### config.mk
export PLATFORM = sky130hd
export DESIGN_NAME = bif_ctrl
export DESIGN_NICKNAME = d
export VERILOG_FILES = /design/src/sv/bif_pkg.sv /design/src/sv/bif_ctrl.sv
export SDC_FILE = /design/constraint.sdc
export NUM_CORES = 1
export LEC_CHECK = 0
export CORE_AREA = 2 2 39 41
export DETAILED_ROUTE_END_ITERATION = 8
export DIE_AREA = 0 0 41 43
export DONT_BUFFER_PORTS = 1
export PLACE_DENSITY_LB_ADDON = 0.08
export SLEW_MARGIN = 20
export SYNTH_ARGS = -nofsm -noshare
export SYNTH_HDL_FRONTEND = slang
export SYNTH_SLANG_ARGS = --single-unit
### constraint.sdc
create_clock -name clk -period 1.6 [get_ports clk]
set_input_delay 0.08 -clock clk [delete_from_list [all_inputs] [get_ports clk]]
set_output_delay 0.08 -clock clk [all_outputs]
set_load 0.03 [all_outputs]
### src/sv/bif_pkg.sv
// Shared types and constants for the bilateral image filter.
// No dependencies; imported by the controller, datapath and top level.
`default_nettype none
package bif_pkg;

    localparam int OP_W         = 2;
    localparam int PIX_W        = 8;
    localparam int IDX_W        = 8;
    localparam int WV_W         = 17;
    localparam int CFG_IDX_W    = 2;
    localparam int CFG_DATA_W   = 11;
    localparam int HGT_W        = 11;
    localparam int RADCFG_W     = 2;
    localparam int HEIGHT_LIMIT = 1024;
    localparam int PIPE_DRAIN   = 4;
    localparam int DRAIN_W      = 3;

    typedef enum logic [OP_W-1:0] {
        OP_PIXEL   = 2'd0,
        OP_RANGE   = 2'd1,
        OP_SPATIAL = 2'd2,
        OP_FLUSH   = 2'd3
    } op_t;

    localparam logic [CFG_IDX_W-1:0] CFG_WIDTH  = 2'd0;
    localparam logic [CFG_IDX_W-1:0] CFG_HEIGHT = 2'd1;
    localparam logic [CFG_IDX_W-1:0] CFG_RADIUS = 2'd2;

    typedef enum logic [2:0] {
        ST_IDLE,
        ST_CENTRE,
        ST_TAPS,
        ST_DRAIN,
        ST_DIV_INIT,
        ST_DIVIDE,
        ST_FINISH
    } state_t;

    typedef struct packed {
        logic accept;
        logic rd_centre;
        logic tap_step;
        logic div_init;
        logic div_step;
        logic load_out;
    } cmd_t;

    typedef struct packed {
        logic emit;
        logic tap_last;
        logic div_last;
        logic out_free;
    } status_t;

endpackage
`default_nettype wire

### src/sv/bif_ctrl.sv
// Sequencer for the bilateral filter: accept, tap walk, drain, divide, hand-off.
// Depends on bif_pkg for state, command and status types.
`default_nettype none
module bif_ctrl (
    input  wire              clk,
    input  wire              rst_n,
    input  wire              in_valid,
    output logic             in_ready,
    input  bif_pkg::status_t status,
    output bif_pkg::cmd_t    cmd
);
    import bif_pkg::*;

    state_t               state_reg, state_next;
    logic [DRAIN_W-1:0]   drain_reg, drain_next;

    always_ff @(posedge clk or negedge rst_n)
    begin
        if (!rst_n)
        begin
            state_reg <= ST_IDLE;
            drain_reg <= '0;
        end
        else
        begin
            state_reg <= state_next;
            drain_reg <= drain_next;
        end
    end

    always_comb
    begin
        state_next = state_reg;
        drain_next = drain_reg;
        cmd        = '0;
        in_ready   = 1'b0;
        case (state_reg)
            ST_IDLE:
            begin
                in_ready   = 1'b1;
                cmd.accept = in_valid;
                if (in_valid && status.emit)
                    state_next = ST_CENTRE;
            end
            ST_CENTRE:
            begin
                cmd.rd_centre = 1'b1;
                state_next    = ST_TAPS;
            end
            ST_TAPS:
            begin
                cmd.tap_step = 1'b1;
                if (status.tap_last)
                begin
                    drain_next = '0;
                    state_next = ST_DRAIN;
                end
            end
            ST_DRAIN:
            begin
                // let the weight pipeline empty into the accumulators
                drain_next = drain_reg + 1'b1;
                if (drain_reg == DRAIN_W'(PIPE_DRAIN - 1))
                    state_next = ST_DIV_INIT;
            end
            ST_DIV_INIT:
            begin
                cmd.div_init = 1'b1;
                state_next   = ST_DIVIDE;
            end
            ST_DIVIDE:
            begin
                cmd.div_step = 1'b1;
                if (status.div_last)
                    state_next = ST_FINISH;
            end
            ST_FINISH:
            begin
                if (status.out_free)
                begin
                    cmd.load_out = 1'b1;
                    state_next   = ST_IDLE;
                end
            end
            default:
            begin
                state_next = ST_IDLE;
            end
        endcase
    end

endmodule
`default_nettype wire

### After elaboration in Yosys (flattened, before gate mapping)

Index checks and enable logic that the tools add are counted.

* flip-flop bits (word level): 6

* multiplexer cells: 16
* $add $sub $neg: 1
* reduce and logical (&&, ||, !) cells: 5
* equality and inequality tests: 12

Operator list (number)
* 3-bit one-hot mux with 7 select lines: 1
* 3-bit 2-to-1 mux: 6
* 2-bit != test (second input constant): 5
* 3-bit by 2-bit == test with 1-bit output (second input constant): 3
* 3-bit == test (second input constant): 3
* 1-bit 2-to-1 mux: 8
* 3-bit one-hot mux with 2 select lines: 1
* 5-bit AND reduction: 1
* 3-bit by 1-bit adder with 3-bit output (second input constant): 1
* 3-bit by 1-bit == test with 1-bit output (second input constant): 1
* 3-bit zero test: 1
* 2-bit AND reduction: 1
* 2-bit nonzero test: 1
* 1-bit logical AND: 1

### Depth between registers and ports, before layout

Gate-level depths: netlist (run 1).

* depth after elaboration: 3
* gate-level depth with buffers: 5
* depth with buffers taken out: 5

### Worst setup path before layout (run 1)

Ideal clock, no wire load.

* path kind: register to output
* from: register state_reg[2]
* to: output port cmd[5] (netlist bit)
* slack: 0.152 ns
* stages on the path, launching flop included: 4
* data required time: 1.520 ns
* data arrival time: 1.368 ns
* path buffers: 1
* cells stage by stage: dfrtp_1 -> buf_2 -> nor3_2 -> and2_1

RTL lines
* start: declaration: RTL line bif_ctrl.sv:14 `state_t state_reg, state_next;`
* start signal: assignment: RTL line bif_ctrl.sv:26 `state_reg <= state_next;`
* end: declaration: RTL line bif_ctrl.sv:10 `output bif_pkg::cmd_t cmd`

==> metrics.csv, run 1 <==
stage;metric;value;unit
run_status;status;finished clean;
worst_hold_path;Hold Crit Class;input pin to flop;
clock_network;htree depth;1;
global_routing;initial antenna violation count;0;
worst_setup_path;Critical Path Sink Type;output port;
die;Vert. Die Dim;43;um
global_routing;vias in the first global route;312;
timing;RSZ-0062 raised after global routing;no;
synthesis;asr flop ratio synth;100;%
global_routing;first-pass GRT wire length;1300;um
power;Int Power;510;uW
power;switching share of power;46.0;%
worst_hold_path;Min-Delay Path Depth;2;
worst_setup_path;slowest stage delay, CP;0.59;ns
route;routed vias;307;
power;Clock Power Share;14.8;%
clock_network;Clock Tree Root;clkbuf_4;
synthesis;Post-synth EDFFs;0;
worst_setup_path;r2r endpoint;drain_reg[1]$_DFFE_PN0P_;
synthesis;Post-Syn Area;390;sq um
power;sequential share of power;36.0;%
placement;Place WS;0.424;ns
power;total power;945;uW
die;# rows;14;
worst_setup_path;flop-to-flop setup slack;0.43;ns
cells_and_area;ANT cells;0;
worst_setup_path;CP max stage cell;dfrtp_1;
timing;Slew Limit Fails;0;
timing;Final Skew;0.00812;ns
power;Comb pwr share;49.2;%
global_routing;Total GRT Usage;11.3;%
placement;port bufs;0;
synthesis;syn avg cell area;9.29;sq um
global_routing;largest net degree at the start of global routing;14;
timing;f_max;697;MHz
worst_setup_path;CP top delay family;flip-flops;
power;Leak Pwr;0.206;nW
placement;post-DP HPWL;617;um
clock_network;CTS tree;built;
clock_network;Worst-Skew Late Latency;0.25;ns
route;1st-iter DRT viols;6;
global_routing;global route total overflow;0;
die;Top-Level Pins;14;
clock_network;Setup Buffers After CTS;0;
timing;Fin Setup TNS;0;ns
route;Pre-antenna DRT Iters;2;
timing;final setup fails;0;
worst_hold_path;WHS Endpoint;state_reg[0]$_DFFE_PN0P_;
power;Switch Pwr;435;uW
clock_network;Num CTS Buffers;3;
worst_setup_path;worst path arrival time;1.35;ns
worst_setup_path;crit path cell chain;inv_2 > nor3b_1 > buf_4;
synthesis;register area share after synthesis;38.5;%
worst_setup_path;CP Launch Type;flop;
route;WL final;797;um
timing;Tmin final;1.43;ns
die;Core Footprint;0.00138;sq mm
worst_setup_path;R2R Path Start;state_reg[1]$_DFFE_PN0P_;
timing;crit share post-route;89.7;%
flow_run;maxcap violations;0;
placement;routability cong.;0.708;
worst_setup_path;worst reg2reg path depth;3;
route;DRC errors left;0;
cells_and_area;most frequent cells in the layout;6 x dfrtp_1, 6 x buf_4, 5 x nand2_1, 5 x o21ai_1, 3 x clkbuf_4;
timing;Final Hold Vio Count;0;
synthesis;Ys Warns;0;
timing;hold slack;0.0271;ns
route;post-route antenna net violation count;0;
power;Worst VDD drop;0.615;mV
clock_network;TritonCTS Sinks;6;
worst_setup_path;CP Class;flop to output port;
timing;Worst Tran Pin Value;0.423;ns
route;routed length per instance;12.3;um
synthesis;post-synthesis cell count;42;
synthesis;syn nets;51;
synthesis;Yosys reg bits;6;
cells_and_area;Synth-to-Final Area Change;18.9;%
cells_and_area;nets@finish;60;
clock_network;clock buffer depth;2;
die;initial core utilization;28.2;%
die;die extent in x;41;um
worst_hold_path;hold_sp;status[2];
synthesis;ys flop type;dfrtp_1;
clock_network;clk slew on worst S/H paths;0.05;ns
power;PwrDens;2040;mW/mm^2
worst_setup_path;crit path max fanout;13;
route;vias per inst;4.72;
worst_setup_path;required time of the worst setup path;1.52;ns
timing;Final WS setup;0.165;ns
synthesis;Cell variety after synth;23;
timing;relative slew slack;71.8;%
worst_setup_path;crit path buf inv count;2;
die;die footprint;0.00176;sq mm
cells_and_area;layout cell share with drive strength beyond 1;24.5;%
==> synthesized netlist by cell type (all sizes together) (2+ instances only) <==
master	count	area share [%]
dfrtp	6	38
buf	3	6.1
inv	3	2.9
a32o	2	5.1
o21ai	5	6.4
nor3	2	3.8
ha	2	6.4
nand2	5	4.8
nor2b	2	3.2
nor3b	2	3.8
nor2	2	1.9
==> how the worst max path moves through the flow <==
stage	start	endpoint	slack, ns	cells past startpoint
3_5_place_dp	state_reg[0]$_DFFE_PN0P_	cmd[5]	0.42	2
4_1_cts	state_reg[0]$_DFFE_PN0P_	cmd[5]	0.15	2
3_3_place_gp	drain_reg[0]$_DFFE_PN0P_	state_reg[0]$_DFFE_PN0P_	0.43	5
6_report	state_reg[0]$_DFFE_PN0P_	cmd[1]	0.17	3
2_1_floorplan	state_reg[2]$_DFFE_PN0P_	cmd[5]	0.15	3
5_1_grt	state_reg[0]$_DFFE_PN0P_	cmd[1]	0.05	3
==> power by group through the flow <==
| stage | registers, mW | clock network (mW) | logic [mW] |
|---|---|---|---|
| finish | 0.340 | 0.140 | 0.465 |
| global route | 0.357 | 0.161 | 0.513 |
| floorplan | 0.259 | 0 | 0.466 |
| CTS | 0.340 | 0.148 | 0.472 |
| detailed placement | 0.342 | 0 | 0.468 |
| global placement | 0.337 | 0 | 0.460 |
==> cells by family after synthesis <==
kind of cell	share of synthesized area, %
and+or+nand+nor	24.7
buffers and inverters	8.97
DFF	38.5
AOI/OAI and AO/OA	21.5
adders and majority gates	6.41
==> repair_timing <==
action | 4_1_cts | 5_1_grt
gates resized for setup | 0 | 0
hold buffers | 1 | 0
endpoints found under the hold margin | 6 | 0
==> stage by stage <==
step / cell area [sq um] / cells / util, %
CTS: 464 / 65 / 33.5
detailed placement: 432 / 61 / 31.2
global placement: 432 / 61 / 31.2
floorplan: 390 / 42 / -
global route: 464 / 65 / 33.5
finish: 464 / 65 / 33.5
==> area by class of cell <==
cell class	instances	area, sq um
clock buffer	3	22.5
fill	148	920
inverter	3	11.3
multi-input combinational	30	205
sequential	6	150
tap	16	20.0
timing repair buffer	7	55.1
==> layer usage <==
layer,part of all wire (%),vias to the layer above,GRT usage (%)
met2,48,7,15.3
met1,45,138,13.8
met5,0,-,0
met4,0.50,0,6.00
met3,6.1,2,6.28
li1,-,160,-
Note: power is estimated with default switching activity, not from simulation.
==> inputs of run 2 (changes only) <==
--- a/config.mk
+++ b/config.mk
@@ -6,6 +6,7 @@
 export NUM_CORES = 1
 export LEC_CHECK = 0
 export CORE_AREA = 2 2 39 41
+export CTS_CLUSTER_DIAMETER = 40
 export DETAILED_ROUTE_END_ITERATION = 8
 export DIE_AREA = 0 0 41 43
 export DONT_BUFFER_PORTS = 1
==> constraint.sdc (replaced) <==
create_clock -name clk -period 1.5 [get_ports clk]
set_input_delay 0.075 -clock clk [delete_from_list [all_inputs] [get_ports clk]]
set_output_delay 0.075 -clock clk [all_outputs]
set_load 0.03 [all_outputs]
==> run 2 against run 1 <==
Effect of this change: count of clock-buffer cells in the layout is the same; power up 8.8%; sequential power increased by 10%; flip-flop and latch count stayed put; routed wire length fell by 0.25%; first-iteration DRC count is 67% lower; via count grew 5.9%; highest routed layer is now met3.
==> metrics.csv, run 2 (synthesis gave the netlist of run 1 again) <==
stage;metric;value;unit
worst_setup_path;CP Class;flop to output port;
power;Leak Pwr;0.210;nW
die;die footprint;0.00176;sq mm
worst_setup_path;crit path max fanout;11;
worst_hold_path;Min-Delay Path Depth;3;
cells_and_area;nets@finish;61;
worst_setup_path;CP Launch Type;flop;
placement;post-DP HPWL;611;um
route;DRC errors left;0;
timing;Final Skew;0.00253;ns
timing;Slew Limit Fails;0;
timing;Worst Tran Pin Value;0.315;ns
timing;crit share post-route;88.3;%
clock_network;htree depth;1;
worst_setup_path;R2R Path Start;state_reg[2]$_DFFE_PN0P_;
timing;final setup fails;0;
clock_network;clock buffer depth;2;
worst_setup_path;slowest stage delay, CP;0.48;ns
placement;routability cong.;0.708;
cells_and_area;commonest non-fill, non-tap cell in the layout;buf_4;
cells_and_area;Synth-to-Final Area Change;21.5;%
route;post-route antenna net violation count;0;
global_routing;first-pass GRT wire length;1380;um
route;routed vias;325;
timing;relative slew slack;79.0;%
clock_network;Num CTS Buffers;3;
route;routed length per instance;12.0;um
clock_network;clk slew on worst S/H paths;0.04;ns
cells_and_area;layout cell share with drive strength beyond 1;30.0;%
placement;dpl cells;62;
worst_setup_path;CP top delay family;flip-flops;
route;WL final;795;um
worst_setup_path;Crit. path cell count;3;
flow_run;maxcap violations;0;
worst_setup_path;worst reg2reg path depth;3;
clock_network;CTS tree;built;
die;Top-Level Pins;14;
timing;RSZ-0062 raised after global routing;no;
route;1st-iter DRT viols;2;
worst_setup_path;Critical Path Sink Type;output port;
global_routing;vias in the first global route;313;
route;Pre-antenna DRT Iters;4;
timing;Tmin final;1.33;ns
worst_setup_path;crit path buf inv count;1;
die;initial core utilization;28.2;%
global_routing;largest net degree at the start of global routing;14;
worst_setup_path;CP max stage cell;dfrtp_1;
run_status;status;finished clean;
power;PwrDens;2170;mW/mm^2
cells_and_area;Sequential Area;153;sq um
die;# rows;14;
clock_network;Clock Tree Root;clkbuf_4;
worst_hold_path;Hold Crit Class;input pin to flop;
cells_and_area;ANT cells;0;
cells_and_area;fillcell total;155;
global_routing;initial antenna violation count;0;
global_routing;global route total overflow;0;
worst_setup_path;flop-to-flop setup slack;0.33;ns
cells_and_area;most frequent cells in the layout;7 x buf_4, 5 x nand2_1, 5 x o21ai_1, 4 x dfrtp_1, 3 x clkbuf_4;
worst_hold_path;WHS Endpoint;state_reg[2]$_DFFE_PN0P_;
clock_network;Worst-Skew Late Latency;0.24;ns
cells_and_area;Multi-input gate area;205;sq um
global_routing;Total GRT Usage;12.0;%
timing;Final Hold Vio Count;0;
worst_setup_path;crit path cell chain;nor3_2 > and2_1 > buf_4;
route;vias per inst;4.92;
power;Worst VDD drop;0.755;mV
worst_setup_path;r2r endpoint;drain_reg[1]$_DFFE_PN0P_;
worst_setup_path;worst path arrival time;1.25;ns
worst_hold_path;hold_sp;status[0];
die;Vert. Die Dim;43;um
cells_and_area;final cell count without fillers;66;
timing;Fin Setup TNS;0;ns
worst_setup_path;required time of the worst setup path;1.42;ns
timing;f_max;755;MHz
clock_network;TritonCTS Sinks;6;
placement;port bufs;0;
die;die extent in x;41;um
die;Core Footprint;0.00138;sq mm
-- run 2: cell types whose count changed in the layout (fill, tap and decap cells not counted), sizes merged --
cell | previous run | this run
buf | 6 | 7
-- run 2: routing by layer --
layer	GRT usage (%)	up-vias	share of wire, %
li1	-	166	-
met1	16.0	152	47
met2	15.3	7	48
met3	7.85	0	5.0
met4	4.00	0	0
met5	0	-	0
-- run 2: timing repair --
| item | CTS | global route |
|---|---|---|
| setup endpoints to repair | 0 | 3 |
| gates resized for setup | 0 | 2 |
| hold buffers | 1 | 0 |
| buffers inserted | 0 | 0 |
| hold endpoints to repair | 6 | 0 |
-- run 2: through the flow --
stage	utilization (%)	power (mW)	cell area [sq um]	hold slack (ns)	setup WS, ns
finish	34.3	1.03	474	0.0266	0.175
detailed placement	31.7	0.876	439	-0.220	0.335
CTS	34.1	1.03	472	0.0213	0.100
global placement	31.7	0.861	439	-0.220	0.326
global route	34.3	1.13	474	0.0237	0.0765
floorplan	-	0.773	390	-0.221	0.0571
-- run 2: worst max path at each step --
stage                                   from                  endpoint
floorplan           state_reg[2]$_DFFE_PN0P_                    cmd[5]
global placement    drain_reg[0]$_DFFE_PN0P_  state_reg[0]$_DFFE_PN0P_
detailed placement  state_reg[2]$_DFFE_PN0P_  drain_reg[1]$_DFFE_PN0P_
CTS                 state_reg[0]$_DFFE_PN0P_                    cmd[1]
global route        state_reg[2]$_DFFE_PN0P_                    cmd[5]
finish              state_reg[2]$_DFFE_PN0P_                    cmd[5]
-- run 2: power by group --
group	switching [mW]	internal, mW	total (mW)
clock	0.0538	0.0902	0.144
combinational	0.279	0.231	0.509
sequential	0.135	0.239	0.374
-- run 2: worst register-to-register path, stage by stage (launching register included) --
cell and delay (ns):
dfrtp_1 0.48, and2b_1 0.25, o21ai_1 0.10, a32o_1 0.22
-- run 2: area by class of cell --
| type | instances | share of cell area [%] |
|---|---|---|
| multi-input combinational | 30 | 43.3 |
| sequential | 6 | 32.2 |
| timing repair buffer | 8 | 13.2 |
| clock buffer | 3 | 4.75 |
| tap | 16 | 4.22 |
| inverter | 3 | 2.37 |
==> inputs of run 3 (changes only) <==
--- a/config.mk
+++ b/config.mk
@@ -5,12 +5,13 @@
 export SDC_FILE = /design/constraint.sdc
 export NUM_CORES = 1
 export LEC_CHECK = 0
-export CORE_AREA = 2 2 39 41
+export CORE_MARGIN = 2
+export CORE_UTILIZATION = 30
 export CTS_CLUSTER_DIAMETER = 40
 export DETAILED_ROUTE_END_ITERATION = 8
-export DIE_AREA = 0 0 41 43
 export DONT_BUFFER_PORTS = 1
 export PLACE_DENSITY_LB_ADDON = 0.08
+export REMOVE_ABC_BUFFERS = 1
 export SLEW_MARGIN = 20
 export SYNTH_ARGS = -nofsm -noshare
 export SYNTH_HDL_FRONTEND = slang
==> run 3 against run 2 <==
Effect of this change: critical path depth unchanged; fmax increased by 0.18%; first-iteration DRC count increased by 50%; power decreased by 0.24%; sequential power about the same; worst hold slack improved by 0.0023 ns; final area decreased by 0.53%.
==> metrics.csv, run 3 (synthesis gave the netlist of run 1 again) <==
stage;metric;value;unit
power;PwrDens;2170;mW/mm^2
die;die extent in x;40.1;um
global_routing;global route total overflow;0;
timing;Tmin final;1.32;ns
timing;Fin Setup TNS;0;ns
worst_setup_path;worst path arrival time;1.25;ns
route;met3 routed WL;68;um
route;routed vias;324;
flow_run;maxcap violations;0;
cells_and_area;most frequent cells in the layout;7 x buf_4, 5 x nand2_1, 5 x o21ai_1, 4 x dfrtp_1, 3 x clkbuf_4;
timing;relative slew slack;78.8;%
timing;Slew Limit Fails;0;
cells_and_area;commonest non-fill, non-tap cell in the layout;buf_4;
cells_and_area;ANT cells;0;
timing;crit share post-route;88.2;%
clock_network;Worst-Skew Late Latency;0.25;ns
placement;routability cong.;0.733;
power;Leak Pwr;0.210;nW
timing;hold slack;0.0289;ns
worst_setup_path;Worst Setup SP;state_reg[2]$_DFFE_PN0P_;
cells_and_area;Synth-to-Final Area Change;20.8;%
route;top routing layer in use;met3;
timing;f_max;756;MHz
timing;Final Skew;0.0111;ns
clock_network;Clock Tree Root;clkbuf_4;
die;Top-Level Pins;14;
cells_and_area;nets@finish;61;
clock_network;clk slew on worst S/H paths;0.04;ns
route;DRC errors left;0;
clock_network;CTS tree;built;
route;WL final;786;um
global_routing;first-pass GRT wire length;1280;um
run_status;status;finished clean;
global_routing;largest net degree at the start of global routing;14;
global_routing;Total GRT Usage;13.0;%
clock_network;clock buffer depth;2;
timing;final setup fails;0;
clock_network;htree depth;1;
route;vias per inst;5.06;
die;initial core utilization;33.8;%
cells_and_area;post-route cell area;472;sq um
clock_network;TritonCTS Sinks;6;
route;routed length per instance;12.3;um
route;post-route antenna net violation count;0;
worst_setup_path;R2R Path Start;state_reg[2]$_DFFE_PN0P_;
die;Core Footprint;0.00116;sq mm
die;Vert. Die Dim;40.1;um
global_routing;vias in the first global route;305;
worst_setup_path;required time of the worst setup path;1.42;ns
placement;post-DP HPWL;630;um
route;M1 wire length;366;um
placement;port bufs;0;
worst_setup_path;CP Launch Type;flop;
clock_network;Num CTS Buffers;3;
worst_setup_path;crit path max fanout;11;
timing;Final Hold Vio Count;0;
worst_setup_path;CP Class;flop to output port;
placement;Area after DPL;437;sq um
route;1st-iter DRT viols;3;
worst_hold_path;Hold Crit Class;input pin to flop;
die;# rows;12;
power;total power;1.03;mW
worst_hold_path;hold_sp;status[0];
timing;Worst Tran Pin Value;0.318;ns
worst_setup_path;Critical Path Sink Type;output port;
route;Pre-antenna DRT Iters;3;
cells_and_area;layout cell share with drive strength beyond 1;30.0;%
die;die footprint;0.00161;sq mm
route;DR WL met2;351;um
global_routing;initial antenna violation count;0;
timing;RSZ-0062 raised after global routing;no;
power;Worst VDD drop;0.975;mV
[run 3: cell counts in the layout (fill, tap and decap cells not counted)]
No cell type changed its count.
[run 3: worst max-delay path, cell delays in order, from the launching register on]
cell and delay [ns]:
dfrtp_1 0.48, nor3_2 0.24, and2_1 0.14, buf_4 0.15
[run 3: final timing paths]
kind | endpoint | slack, ns | cells after the start
max reg2reg | drain_reg[1]$_DFFE_PN0P_ | 0.34 | 3
min reg2reg | drain_reg[2]$_DFFE_PN0P_ | 0.49 | 1
min | state_reg[2]$_DFFE_PN0P_ | 0.03 | 3
max in group asynchronous | state_reg[1]$_DFFE_PN0P_ | 1.12 | 1
min in group asynchronous | drain_reg[2]$_DFFE_PN0P_ | 0.13 | 1
max | cmd[5] | 0.18 | 3
[run 3: cell type report]
type / instances / area (sq um)
repair buffers: 8 / 62.6
well taps: 14 / 17.5
inverters: 3 / 11.3
clock buffers: 3 / 22.5
fillers: 123 / 684
flip-flops and latches: 6 / 153
multi-input cells: 30 / 205
[run 3: stage by stage]
step                      setup WS, ns  cells  util (%)
after global routing            0.0842     64      40.8
after CTS                       0.0739     64      40.6
after detailed placement         0.318     60      37.8
after floorplan                 0.0697     39         -
final                            0.177     64      40.8
after global placement           0.332     60      37.8
[run 3: power by group]
| part | leakage, nW | switching, mW | internal (mW) |
|---|---|---|---|
| sequential | 0.0740 | 0.132 | 0.239 |
| clock | 0.0138 | 0.0568 | 0.0904 |
| combinational | 0.122 | 0.277 | 0.230 |
[run 3: repair_timing]
| item | 4_1_cts | 5_1_grt |
|---|---|---|
| buffers inserted | 0 | 0 |
| resized for setup | 0 | 2 |
| hold buffers | 1 | 0 |
| endpoints found under the hold margin | 6 | 0 |
| setup endpoints to repair | 0 | 2 |
[run 3: layer usage]
| metal | GRT usage (%) | vias up |
|---|---|---|
| li1 | - | 163 |
| met1 | 14.9 | 150 |
| met2 | 18.5 | 11 |
| met3 | 8.89 | 0 |
| met4 | 5.17 | 0 |
| met5 | 0 | - |
